File: config.mk
export PLATFORM = sky130hd
export DESIGN_NAME = h264_rtp_fu_a_packetizer
export DESIGN_NICKNAME = d
export VERILOG_FILES = /design/src/hdl/hfu_pkg.sv /design/src/hdl/hfu_front.sv /design/src/hdl/hfu_queue.sv /design/src/hdl/hfu_back.sv /design/src/hdl/h264_rtp_fu_a_packetizer.sv
export SDC_FILE = /design/constraint.sdc
export NUM_CORES = 1
export LEC_CHECK = 0
export BUFFER_PORTS_ARGS = -buffer_cell sky130_fd_sc_hd__buf_2
export CORE_MARGIN = 10
export CORE_UTILIZATION = 63
export CTS_CLUSTER_DIAMETER = 40
export CTS_CLUSTER_SIZE = 14
export DETAILED_ROUTE_END_ITERATION = 12
export GPL_TIMING_DRIVEN = 0
export PLACE_DENSITY = 0.81
export SYNTH_ARGS = -nofsm -noshare
export SYNTH_HDL_FRONTEND = slang
export SYNTH_SLANG_ARGS = --single-unit
File: constraint.sdc
create_clock -name i_clk -period 14 [get_ports i_clk]
set_input_delay 4.2 -clock i_clk [delete_from_list [all_inputs] [get_ports i_clk]]
set_output_delay 4.2 -clock i_clk [all_outputs]
set_load 0.02 [all_outputs]
File: src/hdl/hfu_pkg.sv
// ----------------------------------------------------------------------------
// hfu_pkg
// shared types, register indexes and protocol constants of the rtp fu-a
// packetizer
// ----------------------------------------------------------------------------
package hfu_pkg;

    // nal unit length field
    localparam int UNIT_LENGTH_BITS = 24;
    // width used when comparing lengths against the chunk size
    localparam int CMP_BITS = (UNIT_LENGTH_BITS > 16) ? UNIT_LENGTH_BITS : 16;

    // command queue between the front and the back
    localparam int QUEUE_DEPTH = 4;

    // configuration port
    localparam int CFG_INDEX_BITS = 3;
    localparam int CFG_DATA_BITS  = 32;

    localparam logic [CFG_INDEX_BITS-1:0] CFG_LEAD_WORD   = 3'd0;
    localparam logic [CFG_INDEX_BITS-1:0] CFG_SOURCE_ID   = 3'd1;
    localparam logic [CFG_INDEX_BITS-1:0] CFG_CHANNEL     = 3'd2;
    localparam logic [CFG_INDEX_BITS-1:0] CFG_CHUNK_SIZE  = 3'd3;
    localparam logic [CFG_INDEX_BITS-1:0] CFG_TS_STEP     = 3'd4;
    localparam logic [CFG_INDEX_BITS-1:0] CFG_SEQ_START   = 3'd5;
    localparam logic [CFG_INDEX_BITS-1:0] CFG_TS_START    = 3'd6;

    // register reset values
    localparam logic [15:0] RST_LEAD_WORD  = 16'h8060;
    localparam logic [31:0] RST_SOURCE_ID  = 32'd0;
    localparam logic [7:0]  RST_CHANNEL    = 8'd0;
    localparam logic [15:0] RST_CHUNK_SIZE = 16'd1400;
    localparam logic [31:0] RST_TS_STEP    = 32'd3000;
    localparam logic [15:0] RST_SEQ_START  = 16'd0;
    localparam logic [31:0] RST_TS_START   = 32'd0;

    // framing constants
    localparam logic [15:0] MAX_CHUNK       = 16'd65521;
    localparam logic [7:0]  INTERLEAVE_MARK = 8'h24;
    localparam logic [7:0]  NRI_MASK        = 8'h60;
    localparam logic [7:0]  TYPE_MASK       = 8'h1F;
    localparam logic [7:0]  FU_A_TYPE       = 8'd28;
    localparam logic [7:0]  FU_START_BIT    = 8'h80;
    localparam logic [7:0]  FU_END_BIT      = 8'h40;
    localparam logic [4:0]  NAL_SPS         = 5'd7;
    localparam logic [4:0]  NAL_PPS         = 5'd8;
    localparam logic [15:0] RTP_HDR_BYTES   = 16'd12;
    localparam logic [15:0] FU_HDR_BYTES    = 16'd2;

    // byte positions within one command, header slots then the data byte
    localparam int POS_BITS = 5;
    localparam logic [POS_BITS-1:0] POS_MARK      = 5'd0;
    localparam logic [POS_BITS-1:0] POS_CHANNEL   = 5'd1;
    localparam logic [POS_BITS-1:0] POS_PLEN_HI   = 5'd2;
    localparam logic [POS_BITS-1:0] POS_PLEN_LO   = 5'd3;
    localparam logic [POS_BITS-1:0] POS_LEAD_HI   = 5'd4;
    localparam logic [POS_BITS-1:0] POS_LEAD_LO   = 5'd5;
    localparam logic [POS_BITS-1:0] POS_SEQ_HI    = 5'd6;
    localparam logic [POS_BITS-1:0] POS_SEQ_LO    = 5'd7;
    localparam logic [POS_BITS-1:0] POS_TS_3      = 5'd8;
    localparam logic [POS_BITS-1:0] POS_TS_2      = 5'd9;
    localparam logic [POS_BITS-1:0] POS_TS_1      = 5'd10;
    localparam logic [POS_BITS-1:0] POS_TS_0      = 5'd11;
    localparam logic [POS_BITS-1:0] POS_SSRC_3    = 5'd12;
    localparam logic [POS_BITS-1:0] POS_SSRC_2    = 5'd13;
    localparam logic [POS_BITS-1:0] POS_SSRC_1    = 5'd14;
    localparam logic [POS_BITS-1:0] POS_SSRC_0    = 5'd15;
    localparam logic [POS_BITS-1:0] POS_FU_IND    = 5'd16;
    localparam logic [POS_BITS-1:0] POS_FU_HDR    = 5'd17;
    localparam logic [POS_BITS-1:0] POS_DATA      = 5'd18;

    typedef struct packed {
        logic [7:0]                  data_byte;
        logic                        unit_start;
        logic [UNIT_LENGTH_BITS-1:0] unit_length;
    } t_in;

    typedef struct packed {
        logic [7:0] out_byte;
        logic       packet_end;
        logic       run_last;
    } t_out;

    typedef struct packed {
        logic [15:0] lead_word;
        logic [31:0] source_id;
        logic [7:0]  channel;
        logic [15:0] chunk_size;
        logic [31:0] ts_step;
    } t_cfg;

    // state loads caused by configuration writes
    typedef struct packed {
        logic        seq_load;
        logic [15:0] seq_value;
        logic        ts_load;
        logic [31:0] ts_value;
    } t_load;

    // one queued command: optional packet header, then one data byte
    typedef struct packed {
        logic [7:0]  data_byte;
        logic        packet_end;
        logic        has_hdr;
        logic        has_fu;
        logic [15:0] plen;
        logic [15:0] seq;
        logic [31:0] ts;
        logic [7:0]  fu_ind;
        logic [7:0]  fu_hdr;
    } t_cmd;

endpackage

File: src/hdl/hfu_front.sv
// ----------------------------------------------------------------------------
// hfu_front
// accepts nal bytes, tracks unit and packet state, queues byte commands
// ----------------------------------------------------------------------------
module hfu_front (
    input  logic          i_clk,
    input  logic          i_rst_n,
    input  hfu_pkg::t_in  i_in_data,
    input  logic          i_in_valid,
    output logic          o_in_ready,
    input  hfu_pkg::t_cfg i_cfg,
    input  hfu_pkg::t_load i_load,
    input  logic          i_q_full,
    output logic          o_q_push,
    output hfu_pkg::t_cmd o_q_data
);
    import hfu_pkg::*;

    localparam int L = UNIT_LENGTH_BITS;

    logic [15:0]  r_seq, n_seq;
    logic [31:0]  r_ts, n_ts;
    logic [7:0]   r_hdr, n_hdr;
    logic [L-1:0] r_rem, n_rem;
    logic [15:0]  r_fill, n_fill;
    logic         r_frag, n_frag;
    logic         r_first, n_first;
    logic         accept;

    assign o_in_ready = !i_q_full;
    assign accept     = i_in_valid && !i_q_full;

    always_comb begin
        logic [15:0]         chunk;
        logic [L-1:0]        len;
        logic [CMP_BITS-1:0] len_c;
        logic [CMP_BITS-1:0] chunk_c;
        logic [CMP_BITS-1:0] rem_c;
        logic [7:0]          hdr;
        logic [L-1:0]        rem;
        logic [15:0]         fill;
        logic                frag;
        logic                first;
        logic                emit;
        logic [15:0]         n;
        logic [15:0]         seq;
        logic [31:0]         ts;
        logic [7:0]          fu;

        chunk = i_cfg.chunk_size;
        if (chunk == 16'd0) begin
            chunk = 16'd1;
        end else if (chunk > MAX_CHUNK) begin
            chunk = MAX_CHUNK;
        end
        len = i_in_data.unit_length;
        if (len == '0) begin
            len = L'(1);
        end
        len_c   = CMP_BITS'(len);
        chunk_c = CMP_BITS'(chunk);

        hdr   = r_hdr;
        rem   = r_rem;
        fill  = r_fill;
        frag  = r_frag;
        first = r_first;
        seq   = r_seq;
        ts    = r_ts;
        emit  = 1'b0;

        if (i_in_data.unit_start) begin
            hdr   = i_in_data.data_byte;
            first = 1'b1;
            fill  = 16'd0;
            if (len_c >= chunk_c && (len_c - CMP_BITS'(1)) > chunk_c) begin
                // header byte of a fragmented unit is swallowed
                frag = 1'b1;
                rem  = len - L'(1);
            end else begin
                frag = 1'b0;
                rem  = len;
                emit = 1'b1;
            end
        end else begin
            emit = (r_rem != '0);
        end

        rem_c = CMP_BITS'(rem);
        n     = (frag && rem_c > chunk_c) ? chunk : rem_c[15:0];
        fu    = (hdr & TYPE_MASK) | (first ? FU_START_BIT : 8'd0)
              | ((CMP_BITS'(n) == rem_c) ? FU_END_BIT : 8'd0);

        o_q_data.data_byte = i_in_data.data_byte;
        o_q_data.has_hdr   = (fill == 16'd0);
        o_q_data.has_fu    = frag;
        o_q_data.plen      = RTP_HDR_BYTES + n + (frag ? FU_HDR_BYTES : 16'd0);
        o_q_data.seq       = r_seq;
        o_q_data.ts        = r_ts;
        o_q_data.fu_ind    = (hdr & NRI_MASK) | FU_A_TYPE;
        o_q_data.fu_hdr    = fu;
        o_q_data.packet_end = 1'b0;

        if (emit) begin
            if (fill == 16'd0) begin
                // open a new packet
                seq   = r_seq + 16'd1;
                first = frag ? 1'b0 : first;
                fill  = n;
            end
            o_q_data.packet_end = (fill == 16'd1);
            fill = fill - 16'd1;
            rem  = rem - L'(1);
            if (rem == '0 && (frag || (hdr[4:0] != NAL_SPS && hdr[4:0] != NAL_PPS))) begin
                ts = r_ts + i_cfg.ts_step;
            end
        end

        o_q_push = accept && emit;

        n_hdr   = accept ? hdr   : r_hdr;
        n_rem   = accept ? rem   : r_rem;
        n_fill  = accept ? fill  : r_fill;
        n_frag  = accept ? frag  : r_frag;
        n_first = accept ? first : r_first;
        n_seq   = accept ? seq   : r_seq;
        n_ts    = accept ? ts    : r_ts;
        if (i_load.seq_load) begin
            n_seq = i_load.seq_value;
        end
        if (i_load.ts_load) begin
            n_ts = i_load.ts_value;
        end
    end

    always_ff @(posedge i_clk) begin
        if (!i_rst_n) begin
            r_seq   <= RST_SEQ_START;
            r_ts    <= RST_TS_START;
            r_hdr   <= 8'd0;
            r_rem   <= '0;
            r_fill  <= 16'd0;
            r_frag  <= 1'b0;
            r_first <= 1'b1;
        end else begin
            r_seq   <= n_seq;
            r_ts    <= n_ts;
            r_hdr   <= n_hdr;
            r_rem   <= n_rem;
            r_fill  <= n_fill;
            r_frag  <= n_frag;
            r_first <= n_first;
        end
    end

endmodule

File: src/hdl/hfu_queue.sv
// ----------------------------------------------------------------------------
// hfu_queue
// small register fifo of byte commands between front and back
// ----------------------------------------------------------------------------
module hfu_queue #(
    parameter int DEPTH = hfu_pkg::QUEUE_DEPTH
) (
    input  logic          i_clk,
    input  logic          i_rst_n,
    input  logic          i_push,
    input  hfu_pkg::t_cmd i_push_data,
    input  logic          i_pop,
    output logic          o_full,
    output logic          o_head_valid,
    output hfu_pkg::t_cmd o_head
);
    import hfu_pkg::*;

    localparam int PW = (DEPTH > 1) ? $clog2(DEPTH) : 1;
    localparam int CW = $clog2(DEPTH + 1);

    t_cmd          r_mem [DEPTH];
    logic [PW-1:0] r_wptr, n_wptr;
    logic [PW-1:0] r_rptr, n_rptr;
    logic [CW-1:0] r_count, n_count;
    logic          wr_en;
    logic          rd_en;

    assign o_full       = (r_count == CW'(DEPTH));
    assign o_head_valid = (r_count != '0);
    assign o_head       = r_mem[r_rptr];
    assign wr_en        = i_push && !o_full;
    assign rd_en        = i_pop && o_head_valid;

    always_comb begin
        n_wptr = r_wptr;
        n_rptr = r_rptr;
        if (wr_en) begin
            n_wptr = (r_wptr == PW'(DEPTH - 1)) ? '0 : r_wptr + PW'(1);
        end
        if (rd_en) begin
            n_rptr = (r_rptr == PW'(DEPTH - 1)) ? '0 : r_rptr + PW'(1);
        end
        n_count = r_count + CW'(wr_en) - CW'(rd_en);
    end

    always_ff @(posedge i_clk) begin
        if (!i_rst_n) begin
            r_wptr  <= '0;
            r_rptr  <= '0;
            r_count <= '0;
        end else begin
            r_wptr  <= n_wptr;
            r_rptr  <= n_rptr;
            r_count <= n_count;
        end
    end

    always_ff @(posedge i_clk) begin
        if (wr_en) begin
            r_mem[r_wptr] <= i_push_data;
        end
    end

endmodule

File: src/hdl/hfu_back.sv
// ----------------------------------------------------------------------------
// hfu_back
// serializes queued commands into framed packet bytes with an output register
// ----------------------------------------------------------------------------
module hfu_back (
    input  logic          i_clk,
    input  logic          i_rst_n,
    input  hfu_pkg::t_cfg i_cfg,
    input  logic          i_head_valid,
    input  hfu_pkg::t_cmd i_head,
    output logic          o_pop,
    input  logic          i_out_ready,
    output logic          o_out_valid,
    output hfu_pkg::t_out o_out_data
);
    import hfu_pkg::*;

    logic                r_mid, n_mid;
    logic [POS_BITS-1:0] r_idx, n_idx;
    logic                r_out_valid, n_out_valid;
    t_out                r_out;
    logic                load;
    logic [POS_BITS-1:0] idx;
    logic [7:0]          sel_byte;

    assign load = i_head_valid && (!r_out_valid || i_out_ready);
    assign idx  = r_mid ? r_idx : (i_head.has_hdr ? POS_MARK : POS_DATA);

    always_comb begin
        unique case (idx)
            POS_MARK:    sel_byte = INTERLEAVE_MARK;
            POS_CHANNEL: sel_byte = i_cfg.channel;
            POS_PLEN_HI: sel_byte = i_head.plen[15:8];
            POS_PLEN_LO: sel_byte = i_head.plen[7:0];
            POS_LEAD_HI: sel_byte = i_cfg.lead_word[15:8];
            POS_LEAD_LO: sel_byte = i_cfg.lead_word[7:0];
            POS_SEQ_HI:  sel_byte = i_head.seq[15:8];
            POS_SEQ_LO:  sel_byte = i_head.seq[7:0];
            POS_TS_3:    sel_byte = i_head.ts[31:24];
            POS_TS_2:    sel_byte = i_head.ts[23:16];
            POS_TS_1:    sel_byte = i_head.ts[15:8];
            POS_TS_0:    sel_byte = i_head.ts[7:0];
            POS_SSRC_3:  sel_byte = i_cfg.source_id[31:24];
            POS_SSRC_2:  sel_byte = i_cfg.source_id[23:16];
            POS_SSRC_1:  sel_byte = i_cfg.source_id[15:8];
            POS_SSRC_0:  sel_byte = i_cfg.source_id[7:0];
            POS_FU_IND:  sel_byte = i_head.fu_ind;
            POS_FU_HDR:  sel_byte = i_head.fu_hdr;
            POS_DATA:    sel_byte = i_head.data_byte;
            default:     sel_byte = 8'd0;
        endcase
    end

    always_comb begin
        o_pop       = load && (idx == POS_DATA);
        n_mid       = r_mid;
        n_idx       = r_idx;
        n_out_valid = r_out_valid;
        if (i_out_ready) begin
            n_out_valid = 1'b0;
        end
        if (load) begin
            n_out_valid = 1'b1;
            if (idx == POS_DATA) begin
                n_mid = 1'b0;
            end else begin
                n_mid = 1'b1;
                // skip the fu bytes of a single-nal packet
                n_idx = (idx == POS_SSRC_0 && !i_head.has_fu) ? POS_DATA
                                                               : idx + POS_BITS'(1);
            end
        end
    end

    always_ff @(posedge i_clk) begin
        if (!i_rst_n) begin
            r_mid       <= 1'b0;
            r_idx       <= POS_MARK;
            r_out_valid <= 1'b0;
        end else begin
            r_mid       <= n_mid;
            r_idx       <= n_idx;
            r_out_valid <= n_out_valid;
        end
    end

    always_ff @(posedge i_clk) begin
        if (load) begin
            r_out.out_byte   <= sel_byte;
            r_out.packet_end <= (idx == POS_DATA) && i_head.packet_end;
            r_out.run_last   <= (idx == POS_DATA);
        end
    end

    assign o_out_valid = r_out_valid;
    assign o_out_data  = r_out;

endmodule

File: src/hdl/h264_rtp_fu_a_packetizer.sv
// ----------------------------------------------------------------------------
// h264_rtp_fu_a_packetizer
// output: a word that opens a packet passes the command queue and the output
// register; its 16 or 18 header bytes come first, one per cycle while ready
// throughput: one word per cycle inside a packet while the output is ready;
// a word that opens a packet waits while the byte serializer sends its header
// reset: synchronous active low, registers to defaults, sequence and timestamp
// to their start values, queue and output emptied
// ----------------------------------------------------------------------------
module h264_rtp_fu_a_packetizer #(
    parameter int QUEUE_DEPTH = hfu_pkg::QUEUE_DEPTH
) (
    input  logic                                i_clk,
    input  logic                                i_rst_n,
    // nal byte input
    input  logic                                i_in_valid,
    output logic                                o_in_ready,
    input  hfu_pkg::t_in                        i_in_data,
    // framed byte output
    output logic                                o_out_valid,
    input  logic                                i_out_ready,
    output hfu_pkg::t_out                       o_out_data,
    // configuration writes
    input  logic                                i_cfg_we,
    input  logic [hfu_pkg::CFG_INDEX_BITS-1:0]  i_cfg_index,
    input  logic [hfu_pkg::CFG_DATA_BITS-1:0]   i_cfg_data
);
    import hfu_pkg::*;

    // configuration registers
    t_cfg  r_cfg;
    t_load load;

    // front to queue
    logic  q_push;
    t_cmd  q_push_data;
    logic  q_full;
    // queue to back
    logic  q_head_valid;
    t_cmd  q_head;
    logic  q_pop;

    always_ff @(posedge i_clk) begin
        if (!i_rst_n) begin
            r_cfg.lead_word  <= RST_LEAD_WORD;
            r_cfg.source_id  <= RST_SOURCE_ID;
            r_cfg.channel    <= RST_CHANNEL;
            r_cfg.chunk_size <= RST_CHUNK_SIZE;
            r_cfg.ts_step    <= RST_TS_STEP;
        end else if (i_cfg_we) begin
            unique case (i_cfg_index)
                CFG_LEAD_WORD:  r_cfg.lead_word  <= i_cfg_data[15:0];
                CFG_SOURCE_ID:  r_cfg.source_id  <= i_cfg_data;
                CFG_CHANNEL:    r_cfg.channel    <= i_cfg_data[7:0];
                CFG_CHUNK_SIZE: r_cfg.chunk_size <= i_cfg_data[15:0];
                CFG_TS_STEP:    r_cfg.ts_step    <= i_cfg_data;
                // start values go straight into the running state
                default: ;
            endcase
        end
    end

    // start value writes reload sequence number and timestamp
    always_comb begin
        load.seq_load  = i_cfg_we && (i_cfg_index == CFG_SEQ_START);
        load.seq_value = i_cfg_data[15:0];
        load.ts_load   = i_cfg_we && (i_cfg_index == CFG_TS_START);
        load.ts_value  = i_cfg_data;
    end

    // front: unit tracking, packet decisions, sequence and timestamp
    hfu_front u_front (
        .i_clk      (i_clk),
        .i_rst_n    (i_rst_n),
        .i_in_data  (i_in_data),
        .i_in_valid (i_in_valid),
        .o_in_ready (o_in_ready),
        .i_cfg      (r_cfg),
        .i_load     (load),
        .i_q_full   (q_full),
        .o_q_push   (q_push),
        .o_q_data   (q_push_data)
    );

    // command queue lets the input run on while headers go out
    hfu_queue #(
        .DEPTH (QUEUE_DEPTH)
    ) u_queue (
        .i_clk        (i_clk),
        .i_rst_n      (i_rst_n),
        .i_push       (q_push),
        .i_push_data  (q_push_data),
        .i_pop        (q_pop),
        .o_full       (q_full),
        .o_head_valid (q_head_valid),
        .o_head       (q_head)
    );

    // back: header and data byte serializer with registered output
    hfu_back u_back (
        .i_clk        (i_clk),
        .i_rst_n      (i_rst_n),
        .i_cfg        (r_cfg),
        .i_head_valid (q_head_valid),
        .i_head       (q_head),
        .o_pop        (q_pop),
        .i_out_ready  (i_out_ready),
        .o_out_valid  (o_out_valid),
        .o_out_data   (o_out_data)
    );

endmodule
# Yosys cells after proc, flatten, opt, wreduce, memory -nomap -nowiden
# Memories as Yosys holds them, arrays and structs flattened. A register that Yosys moved wholly into a read port is not among the register bits.
# Index checks and enable logic that the tools add are counted.
dict set report classes {
  add_sub_neg 12
  magnitude_cmp 4
  eq_ne 31
  muxes 45
  bitwise 3
  reduce_logical 42
}
# cell count
set ops {}
lappend ops {{16-bit 2-to-1 mux} 11}
lappend ops {{8-bit one-hot mux with 19 select lines} 1}
lappend ops {{32-bit 2-to-1 mux} 4}
lappend ops {{24-bit 2-to-1 mux} 4}
lappend ops {{24-bit by 16-bit greater-than comparator with 1-bit output} 2}
lappend ops {{24-bit logical NOT} 2}
lappend ops {{24-bit by 1-bit subtractor with 24-bit output, second input constant} 2}
lappend ops {{5-bit by 4-bit == test with 1-bit output, second input constant} 8}
lappend ops {{32-bit adder} 1}
lappend ops {{16-bit logical NOT} 2}
lappend ops {{16-bit by 24-bit == test with 1-bit output} 1}
lappend ops {{24-bit by 16-bit >= comparator with 1-bit output} 1}
lappend ops {{24-bit nonzero test} 1}
lappend ops {{5-bit by 3-bit == test with 1-bit output, second input constant} 4}
lappend ops {{16-bit by 1-bit adder with 16-bit output, second input constant} 1}
lappend ops {{16-bit adder} 1}
lappend ops {{4-bit by 16-bit adder with 16-bit output, first input constant} 1}
lappend ops {{16-bit by 1-bit == test with 1-bit output, second input constant} 1}
lappend ops {{16-bit greater-than comparator, second input constant} 1}
lappend ops {{16-bit by 1-bit subtractor with 16-bit output, second input constant} 1}
lappend ops {{5-bit == test, second input constant} 3}
lappend ops {{5-bit 2-to-1 mux} 3}
lappend ops {{1-bit logical AND} 14}
lappend ops {{1-bit 2-to-1 mux} 14}
lappend ops {{other kinds (26)} 53}
dict set report totals {
  register_bits 225
  ram_bits 340
  inputBits 73
  output_inout_bits 12
  elab_cells 159
  memories 1
}
# name depth width rd rd_ports_with_merged_regs wr line_no
set memory_table {}
lappend memory_table {u_queue.r_mem 4 85 1 1 1 hfu_queue.sv:22} ;# t_cmd r_mem [DEPTH];

# Logic depth before layout (Yosys ltp)
# Gate-level depths: netlist of run 1.
dict set report logic_depth {
  word_depth 14
  depth_mapped 41
  depth_no_buf 37
}

# By module
# Synthesis of run 1 repeated with hierarchy kept, for this count alone.
dict set report hier_totals {
  cells_unflattened 2683
  hier_area_um2 31091.1
}
# mod instances cells_per_inst area_per_inst_um2 seq_area_each_um2
set by_module_without_submodules {}
lappend by_module_without_submodules {hfu_queue 1 527 13703.1 11110.7}
lappend by_module_without_submodules {hfu_front 1 1540 11571.1 1941.9}
lappend by_module_without_submodules {h264_rtp_fu_a_packetizer 1 392 3972.6 2082.0}
lappend by_module_without_submodules {hfu_back 1 224 1844.3 440.4}

# Least setup slack after synthesis of run 1
# No wires, ideal clock.
dict set report synth_timing {
  path_kind {input-to-reg}
  start {input i_in_data[9] (netlist bit)}
  end {memory u_queue.r_mem[0][71] (netlist bit) (data pin)}
  setup_time_ns 0.278
  arrival_ns 12.591
  required_time_ns 13.722
  path_slack_ns 1.131
  cell_stages 39
  path_buffers 5
  path_cell_list {clkbuf_1 -> nor4_2 -> nand2_1 -> nor3_1 -> nor2_1 -> ha_1 -> nor3b_2 -> nand3_1 -> nor3_1 -> nor3b_1 -> xor2_1 -> ha_1 -> nand3_1 -> nor3_1 -> nand4_1 -> and2_0 -> a311o_1 -> buf_4 -> [... 3 more ...] -> ha_1 -> nor2b_1 -> o21a_1 -> o21ai_0 -> a21oi_1 -> a311oi_1 -> nor3_1 -> nor4_1 -> a31oi_1 -> nand2_1 -> buf_2 -> buf_1 -> a21oi_1 -> ha_1 -> a21bo_1 -> or2_2 -> nor3_1 -> xnor2_1}
}
# element line_no
set synth_lines {}
lappend synth_lines {{start, declared} h264_rtp_fu_a_packetizer.sv:18} ;# input hfu_pkg::t_in i_in_data,
lappend synth_lines {{end, declared} hfu_queue.sv:22}

# Worst setup path after layout of run 1
dict set report layout_timing {
  start {input i_in_data[16] (netlist bit)}
  end {register u_front.r_fill[14]}
}
dict set report layout_via {
  elab_chain_cells 14
  word_cells_on_any_way 19
  classes_between {add/sub: 2; order compare: 3; mux: 11; reduce/logical: 3}
}
# element line_no
set layout_lines {}
lappend layout_lines {{24-bit logical NOT} hfu_front.sv:57} ;# if (len == '0) begin
lappend layout_lines {{24-bit 2-to-1 mux *} hfu_front.sv:57}
lappend layout_lines {{24-bit by 1-bit subtractor with 24-bit output} {hfu_front.sv:76, hfu_front.sv:79}}
lappend layout_lines {{24-bit by 16-bit greater-than comparator with 1-bit output} hfu_front.sv:76} ;# if (len_c >= chunk_c && (len_c - CMP_BITS'(1)) > chunk_c) begin
lappend layout_lines {{1-bit logical AND} hfu_front.sv:76}
lappend layout_lines {{24-bit 2-to-1 mux} hfu_front.sv:76}
lappend layout_lines {{24-bit 2-to-1 mux} hfu_front.sv:72} ;# if (i_in_data.unit_start) begin
lappend layout_lines {{24-bit by 16-bit greater-than comparator with 1-bit output} hfu_front.sv:90} ;# n = (frag && rem_c > chunk_c) ? chunk : rem_c[15:0];
lappend layout_lines {{1-bit logical AND} hfu_front.sv:90}
lappend layout_lines {{16-bit 2-to-1 mux} hfu_front.sv:90}
lappend layout_lines {{16-bit 2-to-1 mux} hfu_front.sv:105} ;# if (fill == 16'd0) begin
lappend layout_lines {{16-bit 2-to-1 mux} hfu_front.sv:104} ;# if (emit) begin
lappend layout_lines {{16-bit by 1-bit subtractor with 16-bit output} hfu_front.sv:112} ;# fill = fill - 16'd1;
lappend layout_lines {{16-bit 2-to-1 mux *} hfu_front.sv:104}
lappend layout_lines {{end signal, assigned} hfu_front.sv:150} ;# r_fill <= n_fill;
lappend layout_lines {{end, declared} hfu_front.sv:25} ;# logic [15:0] r_fill, n_fill;
# Every way passes the cells marked *; elsewhere a longest branch is shown, timed or not. The select of a mux whose other input is x is not followed.
# A chain may end at the register's enable or synchronous reset.

==> results.json, run 1 <==
{
  "cts_tree": "done",
  "vias": 23678,
  "die_h_um": 232,
  "powerDensity_nw_per_um2": 151,
  "synthArstFlopShare": 0,
  "nNetsFinal": 2969,
  "grt_overflow": 0,
  "hpwl_um": 66900,
  "fin_crit_ps": 13650,
  "worst_setup_path_end_kind": "flop",
  "grt_usage": 0.345,
  "synth_seq_cells": 563,
  "path_class": "input pin to flop",
  "drt_first_pass_iters": 7,
  "p_sw_mw": 1.50,
  "setup_slack_ps": 345,
  "tns_ps": 0,
  "max_slew.worst_pin.slew_ps": 1270,
  "cp_max_fo": 10,
  "fin_util": 0.726,
  "synth_cell_types": 93,
  "start_util": 0.637,
  "syn_inst": 2634,
  "area_delta_synth_final_pct": 13.9,
  "p_comb_frac": 0.202,
  "postRouteAntennaNets": 0,
  "cts_hold_buffers": 0,
  "critPathMaxStageDelay_ps": 460,
  "path_buf_inv": 6,
  "avgSynthCellArea_um2": 10.7,
  "post-layout-total-power_mw": 4.85,
  "slew_headroom": 0.144,
  "drc": 0,
  "ios": 85,
  "final_cells": 3449,
  "synth-edff-count": 346,
  "fmax_ghz": 0.0732,
  "syn_area_um2": 28200,
  "hold_ws_ps": 458,
  "synth_top_area_frac": 0.368,
  "cts_max_path_buffers": 3,
  "grt_pass1_vias": 22632,
  "cp.required_ps": 14500,
  "p_seq_frac": 0.403,
  "path_clk_slew_ps": 60,
  "vias_per_cell": 6.87,
  "synthTopCellsByArea": "edfxtp_1 37%, dfxtp_1 15%, nand2_1 5.0%, mux4_2 4.6%, ha_1 4.4%",
  "wl_per_cell_um": 27.5,
  "final_area_um2": 32200,
  "drt_iter0_markers": 3463,
  "n_antenna_cell": 0,
  "wirelength_um": 95000,
  "post-place-ws_ps": -2270,
  "arrival_ps": 14150,
  "sw_frac_of_total": 0.309,
  "min_period_over_period": 0.975,
  "grt_max_degree": 59,
  "synth_most_common_cell": "nand2_1",
  "cts_root_buf": "clkbuf_16",
  "antenna_found_initial": 1,
  "path_common_cell": "ha_1",
  "synth_ff_type": "edfxtp_1",
  "finalClockSkew_ps": 47.6,
  "crit_slowest_cell": "nor4_1",
  "synth_fp_nets": 2808,
  "cts_sinks": 563,
  "yosysWarnings": 0,
  "hp-class": "flop to flop",
  "layout-drive-gt1-share": 0.127,
  "leakagePower_nw": 11.2,
  "dp_cells": 3306,
  "gp_congestion": 0.988,
  "cap_violations": 0,
  "rows": 77,
  "intPower_mw": 3.35,
  "cp_top_family": "simple AND/OR/NAND/NOR gates",
  "numCtsBuffers": 74,
  "htreeDepth": 3,
  "drv_slew": 0,
  "place_area_um2": 29500,
  "setup_viol": 0,
  "die_w_um": 232,
  "yosys.area.top_type": "edfxtp_1",
  "dieArea_um2": 53700,
  "status": "finished, final reports clean",
  "clkPwrFrac": 0.394,
  "io_buffers": 76,
  "hold_viol_final": 0,
  "grt_pass1_wl_um": 140000,
  "peakVddDrop_uv": 119,
  "startpoint_type": "input pin",
  "fp.coreArea_um2": 44300,
  "synth_common_cells": "376 x nand2_1, 346 x edfxtp_1, 217 x dfxtp_1",
  "clkLatencyLatePin_ps": 630,
  "synth-seq-area-share": 0.522
}
-- tightest hold or removal path: stages (launching register included) --
cell and delay, ps:
dfxtp_1 300, nand2_1 50, a21oi_1 60
-- cells in the final DEF, fill, tap and decap left out, drive strengths merged, types with 67 or more instances in the layout --
master,netlist,routed
ha,99,99
edfxtp,346,346
xnor2,82,82
nand3,80,80
o21ai,87,87
inv,70,85
nor2,174,174
nand2,376,376
buf,32,118
a21oi,187,187
dfxtp,217,217
mux2i,67,67
clkbuf,117,208
-- power groups by stage --
stage               clock network (mW)  logic, mW  registers (mW)
finish                            1.91      0.982            1.96
global placement                     0      0.899            1.98
CTS                               1.91      0.947            1.95
global route                      1.98       1.04            1.96
floorplan                            0      0.612            1.98
detailed placement                   0      0.929            1.98
-- per-layer routing --
metal  GRT usage  routed length (um)
met2       0.531               42500
met1       0.451               35500
met4       0.167                4650
met5           0                  12
met3      0.0838               12300
-- cell type report --
type	instances	area, um2
Sequential cell	563	14700
Multi-Input combinational cell	1848	12800
Fill cell	3068	12100
Clock buffer	92	1990
Tap cell	592	741
Buffer	148	624
Timing Repair Buffer	86	536
Clock inverter	46	517
Inverter	74	278
-- cell families (layout without fill, tap and decap cells) --
group           Yosys count  after routing  share of synthesized area
fa+ha+maj               101            101                     0.0453
xor+xnor                120            120                     0.0372
mux                     134            134                     0.0736
flops                   563            563                      0.522
simple gates            906            906                      0.153
compound gates          587            587                      0.137
buf+inv                 223            446                     0.0319
-- worst paths after layout --
kind / startpoint / end / slack [ps] / cells after the start
worst max register to register: r_cfg[37] / u_front.r_fill[14] / 4160 / 33
worst min-delay path: r_cfg[69] / r_cfg[69] / 460 / 2
worst max-delay path: i_in_data[16] / u_front.r_fill[14] / 350 / 40
worst min register to register: r_cfg[69] / r_cfg[69] / 460 / 2
-- flip-flops by register name (all words and copies together) (netlist names), 5 cells and up, named ones only --
name and cells:
u_queue.r_mem 336, u_front.r_rem 24, u_front.r_seq 16, u_front.r_ts 32
u_front.r_hdr 7, u_front.r_fill 16, r_cfg 104, u_back.o_out_data 10
u_back.r_idx 5
-- timing repair --
item | CTS | global route
endpoints found under the setup margin | 88 | 67
gates resized for setup | 13 | 17
buffers inserted | 3 | 2
pin swaps | 1 | 2
No activity file was read; power rests on OpenSTA's default activity.
==> run 2: changes to the inputs <==
CORE_UTILIZATION = 57   (was 63)
PLACE_DENSITY = 0.77   (was 0.81)
RECOVER_POWER = 100   (was unset)
clock period = 11.96 ns   (was 14 ns; I/O delays follow)
==> run 2 against run 1 <==
  * The run now ends with max-capacitance violations, max-slew violations left
  * Non-clock buffer count increased by 16
  * Combinational power increased by 18%
  * Sequential cell count unchanged
  * First-iteration DRC count shrank 13%
  * Die area increased by 9.6%
  * Routed wire length is 2.7% lower
  * Sequential share of layout area fell by 0.62 points
  * Global-route usage decreased by 4.0 points
  * Largest cell class unchanged
==> results.json, run 2 (synthesized netlist as in run 1, its figures left out) <==
{
  "min_to": "r_cfg[65]",
  "grt_pass1_wl_um": 137000,
  "layout_common_cells": "374 x nand2_1, 346 x edfxtp_1, 217 x dfxtp_1",
  "arrival_ps": 12000,
  "fin_crit_ps": 11680,
  "worstReg2RegEnd": "u_queue.r_mem[0][71]",
  "reg2reg_slack_ps": 2650,
  "cts_sinks": 563,
  "cts_hold_buffers": 0,
  "r2r_cells": 34,
  "grt_max_degree": 47,
  "min_period_over_period": 0.977,
  "fmax_ghz": 0.0856,
  "final_area_um2": 32600,
  "cp_top_family": "simple AND/OR/NAND/NOR gates",
  "hpwl_um": 66100,
  "p_seq_frac": 0.402,
  "p_sw_mw": 1.75,
  "nNetsFinal": 2983,
  "startpoint_type": "input pin",
  "cts_max_path_buffers": 3,
  "grt_pass1_vias": 22569,
  "finalClockSkew_ps": 41.9,
  "path_buf_inv": 5,
  "cts_tree": "done",
  "setup_viol": 0,
  "violations": "max-capacitance violations, max-slew violations",
  "area_delta_synth_final_pct": 15.5,
  "final_cells": 3532,
  "whs_path_depth": 2,
  "path_class": "input pin to flop",
  "crit_slowest_cell": "or2_2",
  "peakVddDrop_uv": 107,
  "die_h_um": 243,
  "grt_usage": 0.305,
  "powerDensity_nw_per_um2": 174,
  "wirelength_um": 92500,
  "min-delay-start": "r_cfg[65]",
  "grt_overflow": 0,
  "top_register": "u_queue.r_mem",
  "ios": 85,
  "sw_frac_of_total": 0.308,
  "fin_util": 0.666,
  "cap_violations": 1,
  "htreeDepth": 3,
  "numCtsBuffers": 72,
  "gp_congestion": 0.984,
  "hp-class": "flop to flop",
  "critPathMaxStageDelay_ps": 380,
  "clkLatencyLatePin_ps": 630,
  "r2r_start": "r_cfg[37]",
  "final_common_cell": "nand2_1",
  "postRouteAntennaNets": 0,
  "use_met2": 0.481,
  "fp.coreArea_um2": 49000,
  "critical_path.startpoint": "i_in_data[2]",
  "start_util": 0.577,
  "place_area_um2": 29600,
  "drv_slew": 39,
  "grtUsageMet3": 0.0701,
  "grt-busiest-layer": "met2",
  "hold_viol_final": 0,
  "post-place-ws_ps": -3290,
  "path_clk_slew_ps": 60,
  "path_common_cell": "nor3_4",
  "worst_setup_path_end_kind": "flop",
  "die_w_um": 243,
  "cp.required_ps": 12280,
  "intPower_mw": 3.93,
  "n_antenna_cell": 0,
  "cp_max_fo": 10,
  "status": "complete, but fails checks",
  "grt_util_met1": 0.398,
  "rows": 81,
  "clkPwrFrac": 0.394,
  "largest_reg_flops": 336,
  "p_comb_frac": 0.204,
  "antenna_found_initial": 1,
  "setup_slack_ps": 279,
  "vias_per_cell": 6.58,
  "drc": 0,
  "cts_root_buf": "clkbuf_16",
  "drt_iter0_markers": 2999,
  "hold_ws_ps": 458,
  "max_slew.worst_pin.slew_ps": 3140,
  "wl_per_cell_um": 26.2,
  "dieArea_um2": 58800,
  "slew_headroom": -1.09,
  "drt_first_pass_iters": 8,
  "dp_cells": 3378,
  "layout-drive-gt1-share": 0.132,
  "leakagePower_nw": 11.3,
  "io_buffers": 76,
  "vias": 23231,
  "reg_top3": "u_queue.r_mem x336, r_cfg x104, u_front.r_ts x32"
}
-- run 2: how the worst max path moves through the flow --
| stage | depth (start not counted) | endpoint | slack, ps |
|---|---|---|---|
| floorplan | 40 | u_front.r_fill[14] | 30 |
| finish | 39 | u_queue.r_mem[0][71] | 280 |
| CTS | 39 | u_queue.r_mem[0][71] | 3 |
| global route | 39 | u_queue.r_mem[0][71] | -40 |
| global placement | 31 | u_queue.r_mem[0][76] | -3100 |
| detailed placement | 32 | u_queue.r_mem[1][76] | -3290 |
-- run 2: what timing repair did --
item / in CTS / in global routing
buffers inserted: 8 / 14
gates resized for setup: 44 / 29
pin swaps: 10 / 11
endpoints found under the setup margin: 120 / 67
-- run 2: metal layers --
layer  wire (um)  up-vias
li1            -    10208
met1       35700    11330
met2       42400     1425
met3       10500      266
met4        3830        2
met5          14        -
-- run 2: final cells by class --
cell class	instances	area, um2
Fill cell	3673	16300
Sequential cell	563	14700
Multi-Input combinational cell	1848	13000
Clock buffer	82	1890
Tap cell	664	831
Buffer	148	644
Clock inverter	51	642
Timing Repair Buffer	102	623
Inverter	74	278
-- run 2: stage by stage --
stage | setup TNS (ps) | total power, mW
2_1_floorplan | 0 | 3.04
3_3_place_gp | -1215750 | 3.39
3_5_place_dp | -329540 | 3.42
4_1_cts | 0 | 5.66
5_1_grt | -368 | 5.86
6_report | 0 | 5.69
-- run 2: power groups by stage --
stage	clock network (mW)	logic (mW)	registers [mW]
finish	2.24	1.16	2.29
detailed placement	0	1.10	2.32
global route	2.33	1.24	2.29
floorplan	0	0.718	2.32
global placement	0	1.07	2.32
CTS	2.25	1.13	2.28
-- run 2: worst register-to-register path: cells and delay by family (launching register included) --
family	cells	cell delay, ps
XOR/XNOR	1	150
buffers and inverters	5	1800
flip-flops	1	360
AO/OA/AOI/OAI	13	2740
adder cells (fa/ha/maj)	4	980
AND/OR/NAND/NOR	11	2980
